## src/feistel16_cbc_cipher_assert.svh

```systemverilog
// Assertion macros for the feistel16_cbc_cipher block.
// Simulation builds get concurrent assertions; synthesis builds get nothing.
`ifndef FEISTEL16_CBC_CIPHER_ASSERT_SVH
`define FEISTEL16_CBC_CIPHER_ASSERT_SVH

`ifndef SYNTHESIS

// Checked only while the block is out of reset.
`define F16CBC_ASSERT(lbl, clk, rstn, prop, msg) \
    lbl: assert property (@(posedge clk) disable iff (!rstn) prop) else $error(msg);

// Checked on every clock edge, including those in reset.
`define F16CBC_ASSERT_ALWAYS(lbl, clk, prop, msg) \
    lbl: assert property (@(posedge clk) prop) else $error(msg);

`else

`define F16CBC_ASSERT(lbl, clk, rstn, prop, msg)
`define F16CBC_ASSERT_ALWAYS(lbl, clk, prop, msg)

`endif

`endif

```

## src/f16cbc_pkg.sv

```systemverilog
package f16cbc_pkg;

    localparam int MAX_ROUNDS = 16;
    localparam int BLOCK_W    = 16;
    localparam int HALF_W     = 8;
    localparam int CFG_IDX_W  = 2;
    localparam int CFG_DATA_W = 16;

    localparam logic [CFG_IDX_W-1:0] REG_KEY          = 2'd0;
    localparam logic [CFG_IDX_W-1:0] REG_INIT_VECTOR  = 2'd1;
    localparam logic [CFG_IDX_W-1:0] REG_DECRYPT_MODE = 2'd2;

    // One output half of the network written as a linear combination of the
    // input halves and the round subkeys (over GF(2)).
    typedef struct packed {
        logic                  from_left;
        logic                  from_right;
        logic [MAX_ROUNDS-1:0] key_sel;
    } half_coef_t;

    typedef struct packed {
        half_coef_t left;
        half_coef_t right;
    } block_coef_t;

    // Every round is left ^= right ^ subkey followed by a swap, so the whole
    // network is linear. Tracking the coefficients symbolically here turns the
    // round chain into a flat XOR of selected terms in hardware.
    function automatic block_coef_t feistel_coef(input int rounds);
        half_coef_t  lft;
        half_coef_t  rgt;
        half_coef_t  tmp;
        block_coef_t coef;
        lft            = '0;
        lft.from_left  = 1'b1;
        rgt            = '0;
        rgt.from_right = 1'b1;
        for (int r = 0; r < MAX_ROUNDS; r++) begin
            if (r < rounds) begin
                tmp            = lft ^ rgt;
                tmp.key_sel[r] = 1'b1;
                lft            = rgt;
                rgt            = tmp;
            end
        end
        // The final swap undoes the swap of the last round.
        coef.left  = rgt;
        coef.right = lft;
        return coef;
    endfunction

endpackage

```

## src/feistel16_cbc_cipher.sv

```systemverilog
// 16-bit Feistel block cipher in CBC mode.
//
// Input stream (s_*): one 16-bit block per transaction in s_tdata; s_tuser
// marks the first block of a message, which chains from the init vector.
// Output stream (m_*): one 16-bit result block per input transaction, in order.
// Configuration: cfg_wr_en writes cfg_data to the register at cfg_index
// (0 key, 1 init vector, 2 decrypt mode); other indexes are ignored.
// Change the configuration only while no block is in flight.
//
// An accepted input block passes through the input register, then the
// flattened XOR network and CBC chaining into the output register. The
// chaining register is updated as each block moves to the output, so one
// block per cycle is sustained while the receiver does not stall.
// When the receiver stalls, the output register holds its block and the
// input register still takes one more; s_tready drops only when both are full.
// Reset clears the configuration, the chaining value and both valid flags.
`include "feistel16_cbc_cipher_assert.svh"

module feistel16_cbc_cipher #(
    parameter int ROUND_COUNT = 16
) (
    input  logic                                aclk,
    input  logic                                aresetn,

    input  logic                                s_tvalid,
    output logic                                s_tready,
    input  logic [f16cbc_pkg::BLOCK_W-1:0]      s_tdata,   // [15:0] data_block
    input  logic                                s_tuser,   // [0] first_block

    output logic                                m_tvalid,
    input  logic                                m_tready,
    output logic [f16cbc_pkg::BLOCK_W-1:0]      m_tdata,   // [15:0] result_block

    input  logic                                cfg_wr_en,
    input  logic [f16cbc_pkg::CFG_IDX_W-1:0]    cfg_index,
    input  logic [f16cbc_pkg::CFG_DATA_W-1:0]   cfg_data
);

    localparam f16cbc_pkg::block_coef_t COEF = f16cbc_pkg::feistel_coef(ROUND_COUNT);

    logic [f16cbc_pkg::BLOCK_W-1:0] key_reg;
    logic [f16cbc_pkg::BLOCK_W-1:0] iv_reg;
    logic                           decrypt_reg;
    logic [f16cbc_pkg::BLOCK_W-1:0] chain_reg;
    logic [f16cbc_pkg::BLOCK_W-1:0] chain_next;

    logic                           in_valid_reg;
    logic [f16cbc_pkg::BLOCK_W-1:0] in_data_reg;
    logic                           in_first_reg;

    logic                           out_valid_reg;
    logic [f16cbc_pkg::BLOCK_W-1:0] out_data_reg;
    logic [f16cbc_pkg::BLOCK_W-1:0] out_data_next;

    logic                           load_out;
    logic                           load_in;

    logic [f16cbc_pkg::HALF_W-1:0]  subkey [f16cbc_pkg::MAX_ROUNDS];
    logic [f16cbc_pkg::BLOCK_W-1:0] chain_sel;
    logic [f16cbc_pkg::BLOCK_W-1:0] net_in;
    logic [f16cbc_pkg::BLOCK_W-1:0] net_out;

    assign load_out = in_valid_reg && (!out_valid_reg || m_tready);
    assign s_tready = !in_valid_reg || load_out;
    assign load_in  = s_tvalid && s_tready;

    assign m_tvalid = out_valid_reg;
    assign m_tdata  = out_data_reg;

    // Configuration registers.
    always_ff @(posedge aclk) begin
        if (!aresetn) begin
            key_reg     <= '0;
            iv_reg      <= '0;
            decrypt_reg <= 1'b0;
        end else if (cfg_wr_en) begin
            unique case (cfg_index)
                f16cbc_pkg::REG_KEY:          key_reg     <= cfg_data;
                f16cbc_pkg::REG_INIT_VECTOR:  iv_reg      <= cfg_data;
                f16cbc_pkg::REG_DECRYPT_MODE: decrypt_reg <= cfg_data[0];
                default: ;
            endcase
        end
    end

    // Subkey for round r is the low byte of the key rotated right; decryption
    // walks the rotations in reverse.
    always_comb begin
        logic [2*f16cbc_pkg::BLOCK_W-1:0] key_dup;
        logic [3:0]                       amount;
        key_dup = {key_reg, key_reg};
        for (int r = 0; r < f16cbc_pkg::MAX_ROUNDS; r++) begin
            if (decrypt_reg && (r < ROUND_COUNT)) begin
                amount = 4'(ROUND_COUNT - 1 - r);
            end else begin
                amount = 4'(r);
            end
            subkey[r] = key_dup[amount +: f16cbc_pkg::HALF_W];
        end
    end

    always_comb begin
        chain_sel = in_first_reg ? iv_reg : chain_reg;
        net_in    = decrypt_reg ? in_data_reg : (in_data_reg ^ chain_sel);
    end

    // Flattened Feistel network: each output half is an XOR of fixed terms.
    always_comb begin
        logic [f16cbc_pkg::HALF_W-1:0] l_in;
        logic [f16cbc_pkg::HALF_W-1:0] r_in;
        logic [f16cbc_pkg::HALF_W-1:0] l_out;
        logic [f16cbc_pkg::HALF_W-1:0] r_out;
        l_in  = net_in[f16cbc_pkg::BLOCK_W-1:f16cbc_pkg::HALF_W];
        r_in  = net_in[f16cbc_pkg::HALF_W-1:0];
        l_out = (COEF.left.from_left   ? l_in : '0) ^ (COEF.left.from_right  ? r_in : '0);
        r_out = (COEF.right.from_left  ? l_in : '0) ^ (COEF.right.from_right ? r_in : '0);
        for (int r = 0; r < f16cbc_pkg::MAX_ROUNDS; r++) begin
            if (COEF.left.key_sel[r]) begin
                l_out = l_out ^ subkey[r];
            end
            if (COEF.right.key_sel[r]) begin
                r_out = r_out ^ subkey[r];
            end
        end
        net_out = {l_out, r_out};
    end

    always_comb begin
        if (decrypt_reg) begin
            out_data_next = net_out ^ chain_sel;
            chain_next    = in_data_reg;
        end else begin
            out_data_next = net_out;
            chain_next    = net_out;
        end
    end

    always_ff @(posedge aclk) begin
        if (!aresetn) begin
            in_valid_reg  <= 1'b0;
            out_valid_reg <= 1'b0;
            chain_reg     <= '0;
        end else begin
            if (load_in) begin
                in_valid_reg <= 1'b1;
            end else if (load_out) begin
                in_valid_reg <= 1'b0;
            end
            if (load_out) begin
                out_valid_reg <= 1'b1;
                chain_reg     <= chain_next;
            end else if (m_tready) begin
                out_valid_reg <= 1'b0;
            end
        end
    end

    always_ff @(posedge aclk) begin
        if (load_in) begin
            in_data_reg  <= s_tdata;
            in_first_reg <= s_tuser;
        end
        if (load_out) begin
            out_data_reg <= out_data_next;
        end
    end

    `F16CBC_ASSERT(a_enc_chain, aclk, aresetn, (load_out && !decrypt_reg) |=> (chain_reg == out_data_reg), "encrypt chain does not match the ciphertext sent")
    `F16CBC_ASSERT(a_dec_chain, aclk, aresetn, (load_out && decrypt_reg) |=> (chain_reg == $past(in_data_reg)), "decrypt chain does not match the ciphertext received")
    `F16CBC_ASSERT(a_in_hold, aclk, aresetn, (in_valid_reg && !load_out) |=> (in_valid_reg && $stable(in_data_reg)), "stalled input block was lost or changed")
    `F16CBC_ASSERT_ALWAYS(a_reset_clear, aclk, !aresetn |=> (!in_valid_reg && !out_valid_reg && (chain_reg == '0)), "reset did not clear the pipeline")

endmodule
```

## config.mk

```make
export PLATFORM = sky130hd
export DESIGN_NAME = feistel16_cbc_cipher
export DESIGN_NICKNAME = d
export VERILOG_FILES = /design/src/f16cbc_pkg.sv /design/src/feistel16_cbc_cipher.sv
export VERILOG_INCLUDE_DIRS = /design/src /design/src/src
export SDC_FILE = /design/constraint.sdc
export NUM_CORES = 1
export LEC_CHECK = 0
export BUFFER_PORTS_ARGS = -buffer_cell sky130_fd_sc_hd__clkbuf_2
export CAP_MARGIN = 30
export CORE_ASPECT_RATIO = 1.5
export CORE_UTILIZATION = 40
export DETAILED_ROUTE_END_ITERATION = 6
export SETUP_SLACK_MARGIN = 0.02
export SYNTH_ARGS = -nofsm -noshare
export SYNTH_HDL_FRONTEND = slang
export SYNTH_SLANG_ARGS = --single-unit
```

## constraint.sdc

```tcl
create_clock -name aclk -period 6.3 [get_ports aclk]
set_input_delay 1.26 -clock aclk [delete_from_list [all_inputs] [get_ports aclk]]
set_output_delay 1.26 -clock aclk [all_outputs]
set_load 0.03 [all_outputs]
```

### Word level (Yosys, flattened, before mapping)

Index checks and enable logic that the tools add are counted.

* register bits: 84
* bits of input ports: 40
* output and inout port bits: 18
* logic and storage cells: 87

* eq/ne operators: 2
* shifts and indexed selects: 16
* multiplexer cells: 24
* bitwise operators: 24
* reductions and logical operators: 12

Operators by type and width (count)
* indexed part select 32 x 5 -> 8 bit: 16
* XOR 8 bit: 22
* 2-to-1 mux 16 bit: 4
* 2-to-1 mux 4 bit: 16
* XOR 16 bit: 2
* AND reduction 2 bit: 3
* 2-to-1 mux 1 bit: 4
* nonzero test 2 bit: 2
* == test 2 x 1 -> 1 bit (second input constant): 1
* == test 2 bit (second input constant): 1
* logical AND 1 bit: 2
* logical NOT 1 bit: 2
* logical NOT 2 bit: 1
* logical OR 1 bit: 2

### Depth between registers and ports, before layout

Gate-level depths: netlist of the first run.

* word-level depth: 17
* mapped depth: 9

### Worst setup path after synthesis of the first run

No wires, ideal clock.

* path kind: input to output
* start: input port m_tready
* end: output port s_tready
* arrival: 1664 ps
* setup slack: 3376 ps
* stages on the path: 2
* buffers on the path: 0
* path through: nor2b_1 nand2_1

* cells in the longest elaborated chain, start to end: 3

RTL lines
* from (decl): line feistel16_cbc_cipher.sv:31 `input logic m_tready,`
* logical OR 1 bit: line feistel16_cbc_cipher.sv:63 `assign load_out = in_valid_reg && (!out_valid_reg || m_tready);`
* logical AND 1 bit: line feistel16_cbc_cipher.sv:63
* logical OR 1 bit: line feistel16_cbc_cipher.sv:64 `assign s_tready = !in_valid_reg || load_out;`
* to (decl): line feistel16_cbc_cipher.sv:26 `output logic s_tready,`

Every way passes these cells.

### Worst setup path after layout of the first run

Same ends and word-level chain as after synthesis.

==> results.tsv, run 1 <==
stage	metric	value	unit
run_status	status	complete, no violations	
critical_path	Crit Reg-Reg Endpoint	m_tdata[15]	
timing	min Tclk post-route	3.10	ns
critical_path	CP cell instances	clkbuf_2 > nor2b_1 > nand2_1 > clkbuf_2	
logic_synthesis	Synth Register Bits	84	
route	Wirelength per Cell	16.5	um
floorplan	core area	13000	um^2
logic_synthesis	register area share after synthesis	38.0	%
route	Pre-antenna DRT Iters	5	
critical_path	Critical Path Most Common Cell	clkbuf_2	
layout	fin util	45.6	%
timing	RSZ-0062 raised after global routing	false	
layout	share of layout cells above drive strength 1	15.6	%
flow_run	max_cap viols	0	
timing	final period utilization	49.2	%
critical_path	Crit path largest cell delay	0.20	ns
cts	Worst-path clk slew	0.06	ns
timing	pins over their slew limit	0	
place	port bufs	57	
cts	Hold Buf Count CTS	0	
critical_path	crit-path max FO	4	
power_and_ir_drop	Pleak	2.30	nW
critical_path	Req. time, crit path	5.04	ns
route	Residual DRC	0	
layout	fin area	5910	um^2
place	GPL Wtd Cong	0.832	
cts	clk root buf	clkbuf_16	
place	Cells after DPL	726	
route	DRT iter0 DRCs	190	
global_route	grt total ovfl	0	
hold_path	HP Start	iv_reg[15]	
logic_synthesis	Async S/R FF share, synth	0	%
layout	Post-Layout Cell Count	742	
route	detail-routed via count per cell	5.04	
timing	Hold Worst Slack	0.481	ns
power_and_ir_drop	Power, Total	1.66	mW
route	remaining antenna violation count	0	
hold_path	Worst Hold Class	reg2reg	
cts	setup bufs post-CTS	0	
layout	commonest non-fill, non-tap cell in the layout	xnor2_1	
global_route	antenna violations before repair	0	
global_route	largest net degree at the start of global routing	62	
cts	clock sinks	84	
global_route	first-pass GRT wire length	19.7	mm
critical_path	Slowest cell on crit path	nor2b_1	
floorplan	Cell Rows	51	
critical_path	Arrival @ worst endpoint	1.84	ns
critical_path	critical path type	in2out	
timing	max frequency	323	MHz
floorplan	Initial Util	40.9	%
cts	htree depth	3	
hold_path	Hold EP	iv_reg[15]	
floorplan	Die Area	13700	um^2
place	placed cell areas	5590	um^2
logic_synthesis	Ys Warns	0	
logic_synthesis	post-synth cell types	49	
layout	Inserted Diodes	0	
power_and_ir_drop	VDD IR max	0.000105	V
logic_synthesis	Mapped Nets	589	
route	Vias	3742	
layout	commonest non-fill, non-tap cells in the layout	xnor2_1 (95), nand2_1 (89), clkbuf_2 (57)	
route	WL final	12.2	mm
global_route	vias in the first global route	3729	
cts	cts bufs inserted	9	
logic_synthesis	Post-synth EDFFs	33	
timing	final worst-path setup slack	3.20	ns
critical_path	CP Capture Type	output pin	
timing	Setup TNS Final	0	ns
critical_path	worst r2r path cells	7	
critical_path	Setup crit start kind	input port	
place	DP HPWL	9.10	mm
floorplan	# IOs	58	
floorplan	Chip Height	143	um
critical_path	FF-to-FF Start	decrypt_reg	
place	Setup WS pre-CTS	2.99	ns
critical_path	Reg2Reg Setup Slack	3.41	ns
timing	Setup violations, final	0	
cts	clk_lat worst skew	0.34	ns
timing	Least-Margin Pin Slew	0.982	ns
global_route	GRT Util Overall	19.4	%
logic_synthesis	Avg Inst Size Synth	9.64	um^2
cts	CTS resizes	0	
cts	Clock Path Buffers	2	
cts	TritonCTS clock tree	done	
layout	Post-layout nets	618	
logic_synthesis	Most used DFF post-synth	dfxtp_1	
hold_path	hold path depth	2	
floorplan	Horiz. Die Dim	95.9	um
logic_synthesis	area of the mapped netlist	5290	um^2
timing	Hold Violations, Final	0	
timing	final setup skew	0.00817	ns
power_and_ir_drop	pwr/cell area	281	nW/um^2
timing	Rel. slew slack	34.5	%
logic_synthesis	Post-Syn Instances	549	
layout	Layout area overhead	11.7	%
==> final cells by class <==
class,count,area [um^2]
fillers,1255,7040
repair buffers,60,308
multi-input cells,419,3060
flip-flops and latches,84,2010
inverters,4,15.0
well taps,159,199
clock buffers,12,246
clock inverters,4,72.6
==> cells in the mapped netlist (13+ instances only) <==
library cell / instances / area [um^2]
xnor2_1: 95 / 832
o21ai_0: 15 / 75.1
nor2_1: 27 / 101
mux2i_1: 42 / 420
a21boi_0: 32 / 240
dfxtp_1: 51 / 1020
nand2_1: 89 / 334
buf_2: 13 / 65.1
xor2_1: 49 / 429
a21oi_1: 16 / 80.1
edfxtp_1: 33 / 991
clkbuf_1: 17 / 63.8
==> cells by family after synthesis <==
group	count (synthesis)	synth area share (%)
compound gates	81	10.1
simple gates	138	10.9
mux	43	8.16
buf+inv	46	4.28
xor+xnor	157	28.5
flops	84	38.0
==> power breakdown <==
group	switching [mW]	internal, mW
sequential	0.0389	0.629
combinational	0.235	0.196
clock	0.208	0.358
total	0.481	1.18
==> worst max-delay path: cells and delay by family <==
kind,cells,cell delay [ns]
and+or+nand+nor,2,0.30
buffers and inverters,2,0.27
==> worst max path at each step <==
stage / from / to
5_1_grt: m_tready / s_tready
6_report: m_tready / s_tready
3_5_place_dp: m_tready / chain_reg[9]
3_3_place_gp: m_tready / chain_reg[9]
4_1_cts: m_tready / s_tready
2_1_floorplan: m_tready / s_tready
==> metal layers <==
| metal | part of all wire [%] | up-vias | global-route usage [%] |
|---|---|---|---|
| met4 | 3.7 | 0 | 9.66 |
| met5 | 0 | - | 0 |
| met1 | 43 | 1746 | 23.4 |
| met3 | 3.4 | 30 | 3.25 |
| li1 | - | 1865 | - |
| met2 | 50 | 101 | 32.6 |
Power figures use the tool's default switching activity.
==> inputs of run 2 (changes only) <==
ABC_AREA = 1   (was unset)
clock period = 2.9 ns   (was 6.3 ns; I/O delays follow)
==> results.tsv, run 2 <==
stage	metric	value	unit	change
route	met1 WL	7.90	mm	+51%
layout	Post-Layout Cell Count	1257		+69%
logic_synthesis	Synth Register Bits	84		unchanged
global_route	first-pass GRT wire length	32.1	mm	+63%
logic_synthesis	Async S/R FF share, synth	0	%	unchanged
global_route	grt total ovfl	0		unchanged
critical_path	CP cell instances	inv_6 > nand2_2 > nand2_1 > xnor2_1 > xnor2_1 > xnor2_1 > inv_1 > nand2_1 > nand2_1 > xor2_1		
logic_synthesis	most frequent cells after synthesis	nand2_1 (414), inv_1 (97), xnor2_1 (75)		
critical_path	Crit Reg-Reg Endpoint	m_tdata[7]		
cts	clk root buf	clkbuf_16		
timing	Hold Worst Slack	0.393	ns	-0.0881 ns
critical_path	Arrival @ worst endpoint	2.64	ns	+0.80 ns
cts	htree depth	3		unchanged
run_status	status	complete, no violations		
floorplan	Chip Height	159	um	+11%
place	GPL Wtd Cong	1.02		+23%
flow_run	max_cap viols	0		unchanged
floorplan	Cell Rows	57		+12%
critical_path	critical path type	reg2reg		
route	Pre-antenna DRT Iters	6		+1
cts	TritonCTS clock tree	done		
global_route	GRT Util Overall	25.5	%	+6.2 points
route	Wirelength per Cell	16.3	um	-1.2%
floorplan	Die Area	16900	um^2	+24%
critical_path	crit path launch	decrypt_reg		
hold_path	Worst Hold Class	in2reg		
critical_path	worst r2r path cells	10		+3
logic_synthesis	count leader, synth	nand2_1		
cts	cts bufs inserted	9		unchanged
floorplan	Horiz. Die Dim	107	um	+11%
cts	CTS resizes	0		unchanged
critical_path	CP bufs+invs	2		unchanged
critical_path	Slowest cell on crit path	dfxtp_2		
route	met2 wire len	10.4	mm	+70%
route	DRT iter0 DRCs	436		+130%
critical_path	Worst Setup EP	m_tdata[7]		
place	port bufs	57		unchanged
timing	pins over their slew limit	0		unchanged
timing	final setup skew	0.00837	ns	+0.000201 ns
floorplan	core area	16100	um^2	+24%
layout	Layout area overhead	11.7	%	about the same
timing	min Tclk post-route	2.53	ns	
logic_synthesis	Ys Warns	0		unchanged
timing	RSZ-0062 raised after global routing	false		
place	Setup WS pre-CTS	0.389	ns	-2.60 ns
logic_synthesis	register area share after synthesis	30.7	%	-7.4 points
logic_synthesis	post-synth top area cell	nand2_1		
route	detail-routed via count per cell	4.93		-2.3%
critical_path	Crit path max-delay family	XOR/XNOR gates		
cts	Hold Buf Count CTS	0		unchanged
global_route	largest net degree at the start of global routing	36		-42%
layout	Post-layout nets	1086		+76%
floorplan	Initial Util	40.7	%	-0.13 points
floorplan	# IOs	58		unchanged
timing	final worst-path setup slack	0.368	ns	-2.83 ns
critical_path	Crit path largest cell delay	0.56	ns	+0.36 ns
route	Residual DRC	0		unchanged
critical_path	crit-path max FO	35		+31
critical_path	Reg2Reg Setup Slack	0.37	ns	-3.04 ns
logic_synthesis	area of the mapped netlist	6560	um^2	+24%
cts	clk_lat worst skew	0.36	ns	+0.02 ns
logic_synthesis	Mapped Nets	1034		+76%
logic_synthesis	post-synth cell types	29		-41%
timing	final period utilization	87.3	%	
route	met3 wire len	971	um	+130%
cts	Clock Path Buffers	2		unchanged
layout	commonest non-fill, non-tap cells in the layout	nand2_1 (414), inv_1 (97), xnor2_1 (75)		
timing	max frequency	395	MHz	
critical_path	FF-to-FF Start	decrypt_reg		
global_route	antenna violations before repair	0		unchanged
critical_path	WP depth	10		+6
logic_synthesis	Avg Inst Size Synth	6.60	um^2	-32%
power_and_ir_drop	VDD IR max	0.000262	V	+150%
power_and_ir_drop	pwr/cell area	569	nW/um^2	+100%
logic_synthesis	Post-Syn Instances	994		+81%
place	DP HPWL	16.0	mm	+76%
cts	setup bufs post-CTS	0		unchanged
layout	share of layout cells above drive strength 1	10.8	%	-4.9 points
power_and_ir_drop	Pleak	3.96	nW	+72%
critical_path	Setup crit start kind	flip-flop		
critical_path	Req. time, crit path	3.01	ns	-2.03 ns
power_and_ir_drop	Power, Total	4.17	mW	+150%
route	Vias	6191		+65%
cts	Worst-path clk slew	0.07	ns	about the same
place	Cells after DPL	1241		+71%
route	WL final	20.5	mm	+67%
timing	Setup TNS Final	0	ns	unchanged
timing	Rel. slew slack	43.5	%	+9.0 points
timing	Least-Margin Pin Slew	0.847	ns	-0.136 ns
route	remaining antenna violation count	0		unchanged
logic_synthesis	Most used DFF post-synth	dfxtp_1		
layout	commonest non-fill, non-tap cell in the layout	nand2_1		
hold_path	hold path depth	1		-1
logic_synthesis	largest cells by area after synthesis	nand2_1 (24%), dfxtp_1 (16%), edfxtp_1 (15%)		
logic_synthesis	share of the synthesized area in the top cell type	23.7	%	+4.4 points
timing	Hold Violations, Final	0		unchanged
cts	clock sinks	84		unchanged
layout	Inserted Diodes	0		unchanged
route	highest routed layer	met4		
logic_synthesis	Post-synth EDFFs	33		unchanged
layout	number of fill cells	1751		+40%
global_route	vias in the first global route	5942		+59%
timing	Setup violations, final	0		unchanged
critical_path	CP Capture Type	flip-flop		
-- run 2: layout make-up --
class / count / area, um^2 / share of cell area (%)
Tap cell: 206 / 258 / 3.51
Sequential cell: 84 / 2010 / 27.4
Multi-Input combinational cell: 782 / 4000 / 54.5
Inverter: 100 / 380 / 5.19
Clock inverter: 7 / 73.8 / 1.01
Clock buffer: 9 / 225 / 3.07
Timing Repair Buffer: 69 / 388 / 5.29
-- run 2: cells by family (layout without fill, tap and decap cells) --
family                    after synthesis  after routing  synth area share (%)
and+or+nand+nor                       560            560                  35.4
buffers and inverters                 128            185                  8.46
DFF                                    84             84                  30.7
AOI/OAI and AO/OA                      80             80                  6.10
xor gates and xnor gates              142            142                  19.4
-- run 2: metal layers --
layer,global-route usage (%),vias up
met4,16.3,0
met5,0,-
met1,28.6,2749
li1,-,3159
met3,4.39,75
met2,44.0,208
-- run 2: report_power, final --
part | leakage, nW | internal [mW] | total, mW | switching, mW
Combinational | 3.08 | 0.569 | 1.53 | 0.962
Clock | 0.141 | 0.672 | 1.20 | 0.524
Sequential | 0.734 | 1.37 | 1.44 | 0.0696
-- run 2: how the worst min path moves through the flow --
| stage | slack, ns | to | from |
|---|---|---|---|
| finish | 0.39 | in_data_reg[9] | s_tdata[9] |
| detailed placement | 0.46 | chain_reg[8] | chain_reg[8] |
| global route | 0.39 | in_first_reg | s_tuser |
| global placement | 0.45 | chain_reg[9] | chain_reg[9] |
| CTS | 0.38 | in_data_reg[9] | s_tdata[9] |
| floorplan | 0.43 | iv_reg[4] | iv_reg[4] |
-- run 2: through the flow --
step	cell area [um^2]	utilization, %
after floorplan	6560	-
after global placement	7040	43.7
after detailed placement	7040	43.7
after CTS	7330	45.5
after global routing	7330	45.5
final	7330	45.5
-- run 2: worst reg2reg max path: stages, from the launching register on --
cell and delay [ns]:
dfxtp_2 0.56, inv_6 0.24, nand2_2 0.30, nand2_1 0.11, xnor2_1 0.19, xnor2_1 0.12, xnor2_1 0.41, inv_1 0.08
nand2_1 0.07, nand2_1 0.07, xor2_1 0.14
==> inputs of run 3 (changes only) <==
ABC_AREA = unset   (was 1)
GPL_TIMING_DRIVEN = 0   (was unset)
==> results.tsv, run 3 (same netlist as run 1, synthesis figures left out) <==
stage	metric	value	unit	change
route	detail-routed via count per cell	4.99		+1.3%
layout	Layout area overhead	14.3	%	
place	DP HPWL	10.5	mm	-34%
critical_path	worst r2r path cells	8		-2
critical_path	crit path launch	in_first_reg		
global_route	global-route met2 utilization	37.0	%	-7.0 points
cts	htree depth	3		unchanged
route	Vias	3903		-37%
floorplan	Die Area	13700	um^2	-19%
timing	Setup TNS Final	0	ns	unchanged
layout	number of fill cells	1300		-26%
critical_path	CP cell instances	buf_2 > buf_4 > mux2i_1 > xnor2_1 > o21ai_1 > xnor2_1 > xnor2_1 > xor2_1		
power_and_ir_drop	pwr/cell area	569	nW/um^2	+0.16%
critical_path	Critical Path Most Common Cell	xnor2_1		
route	remaining antenna violation count	0		unchanged
critical_path	critical path type	reg2reg		
timing	Least-Margin Pin Slew	0.872	ns	+0.0254 ns
place	port bufs	57		unchanged
timing	RSZ-0062 raised after global routing	false		
floorplan	Chip Height	143	um	-10%
power_and_ir_drop	Pleak	2.40	nW	-39%
cts	Clock Path Buffers	2		unchanged
critical_path	Crit Reg-Reg Endpoint	m_tdata[8]		
layout	Post-layout nets	658		-39%
cts	cts bufs inserted	9		unchanged
hold_path	Worst Hold Class	in2reg		
flow_run	max_cap viols	0		unchanged
critical_path	Slowest cell on crit path	xnor2_1		
critical_path	CP Capture Type	flip-flop		
power_and_ir_drop	Power, Total	3.45	mW	-17%
critical_path	Reg2Reg Setup Slack	0.31	ns	-0.06 ns
route	DRT iter0 DRCs	184		-58%
cts	setup bufs post-CTS	0		unchanged
layout	share of layout cells above drive strength 1	17.3	%	+6.6 points
route	Wirelength per Cell	17.1	um	+5.0%
timing	pins over their slew limit	0		unchanged
timing	final setup skew	0.00527	ns	-0.00310 ns
timing	Setup violations, final	0		unchanged
place	GPL Wtd Cong	0.914		-11%
timing	max frequency	386	MHz	-2.3%
floorplan	Initial Util	40.9	%	+0.13 points
global_route	first-pass GRT wire length	20.9	mm	-35%
global_route	antenna violations before repair	0		unchanged
critical_path	Arrival @ worst endpoint	2.68	ns	+0.04 ns
global_route	GR peak layer	met2		
floorplan	# IOs	58		unchanged
critical_path	Setup crit start kind	flip-flop		
global_route	met3 usage	4.37	%	-0.026 points
layout	commonest non-fill, non-tap cell in the layout	xnor2_1		
critical_path	Crit path largest cell delay	0.45	ns	-0.11 ns
power_and_ir_drop	VDD IR max	0.000252	V	-3.6%
layout	commonest non-fill, non-tap cells in the layout	xnor2_1 (95), nand2_1 (89), clkbuf_2 (57)		
floorplan	Horiz. Die Dim	95.9	um	-10%
critical_path	FF-to-FF Start	in_first_reg		
floorplan	core area	13000	um^2	-20%
layout	Inserted Diodes	0		unchanged
critical_path	Req. time, crit path	2.99	ns	-0.02 ns
cts	clk_lat worst skew	0.35	ns	about the same
cts	clk root buf	clkbuf_16		
cts	clock sinks	84		unchanged
route	WL final	13.4	mm	-35%
cts	TritonCTS clock tree	done		
cts	Worst-path clk slew	0.06	ns	about the same
global_route	largest net degree at the start of global routing	19		-47%
timing	Hold Violations, Final	0		unchanged
route	Pre-antenna DRT Iters	4		-2
cts	CTS resizes	0		unchanged
hold_path	HP Start	s_tdata[13]		
global_route	vias in the first global route	3905		-34%
cts	Hold Buf Count CTS	0		unchanged
hold_path	Hold EP	in_data_reg[13]		
critical_path	crit-path max FO	10		-71%
global_route	GR Util met1	24.0	%	-4.6 points
timing	final period utilization	89.3	%	+2.0 points
floorplan	Cell Rows	51		-11%
timing	Rel. slew slack	41.9	%	-1.6 points
global_route	grt total ovfl	0		unchanged
run_status	status	complete, no violations		
global_route	GRT Util Overall	21.0	%	-4.5 points
route	Residual DRC	0		unchanged
hold_path	hold path depth	1		unchanged
timing	min Tclk post-route	2.59	ns	+0.0592 ns
[run 3: worst max path at each step]
| stage | endpoint | depth (start not counted) |
|---|---|---|
| after CTS | m_tdata[8] | 8 |
| after global routing | m_tdata[8] | 8 |
| final | m_tdata[8] | 8 |
| after global placement | chain_reg[10] | 8 |
| after floorplan | chain_reg[10] | 7 |
| after detailed placement | m_tdata[8] | 8 |
[run 3: stage by stage]
stage	util (%)	hold slack, ns	worst slack, ns	instance area (um^2)	std cells
2_1_floorplan	-	0.439	0.704	5290	549
3_3_place_gp	44.6	0.452	0.0791	5780	765
3_5_place_dp	44.7	0.463	0.344	5790	766
4_1_cts	46.7	0.399	0.334	6050	782
5_1_grt	46.7	0.394	0.139	6050	782
6_report	46.7	0.404	0.309	6050	782
[run 3: routing by layer]
layer | part of all wire, % | wire [um] | vias up
met3 | 3.2 | 431 | 28
met4 | 3.6 | 486 | 0
met5 | 0 | 0 | -
li1 | - | - | 1945
met2 | 52 | 7020 | 82
met1 | 41 | 5450 | 1848
[run 3: layout make-up]
cell class / instances / area [um^2] / area share [%]
Clock inverter: 5 / 27.5 / 0.455
Multi-Input combinational cell: 419 / 3050 / 50.5
Clock buffer: 11 / 233 / 3.85
Inverter: 4 / 15.0 / 0.248
Timing Repair Buffer: 58 / 300 / 4.96
Sequential cell: 84 / 2010 / 33.2
Buffer: 42 / 211 / 3.49
Tap cell: 159 / 199 / 3.29
[run 3: where the power goes]
group	internal (mW)	switching, mW
registers	1.37	0.0453
logic	0.438	0.560
clock network	0.575	0.463
[run 3: critical path: cells and delay by family, from the launching register on]
family                    cells  cell delay, ns
xor gates and xnor gates      4            0.97
buffers and inverters         2            0.57
DFF                           1            0.31
AOI/OAI and AO/OA             1            0.09
muxes                         1            0.39
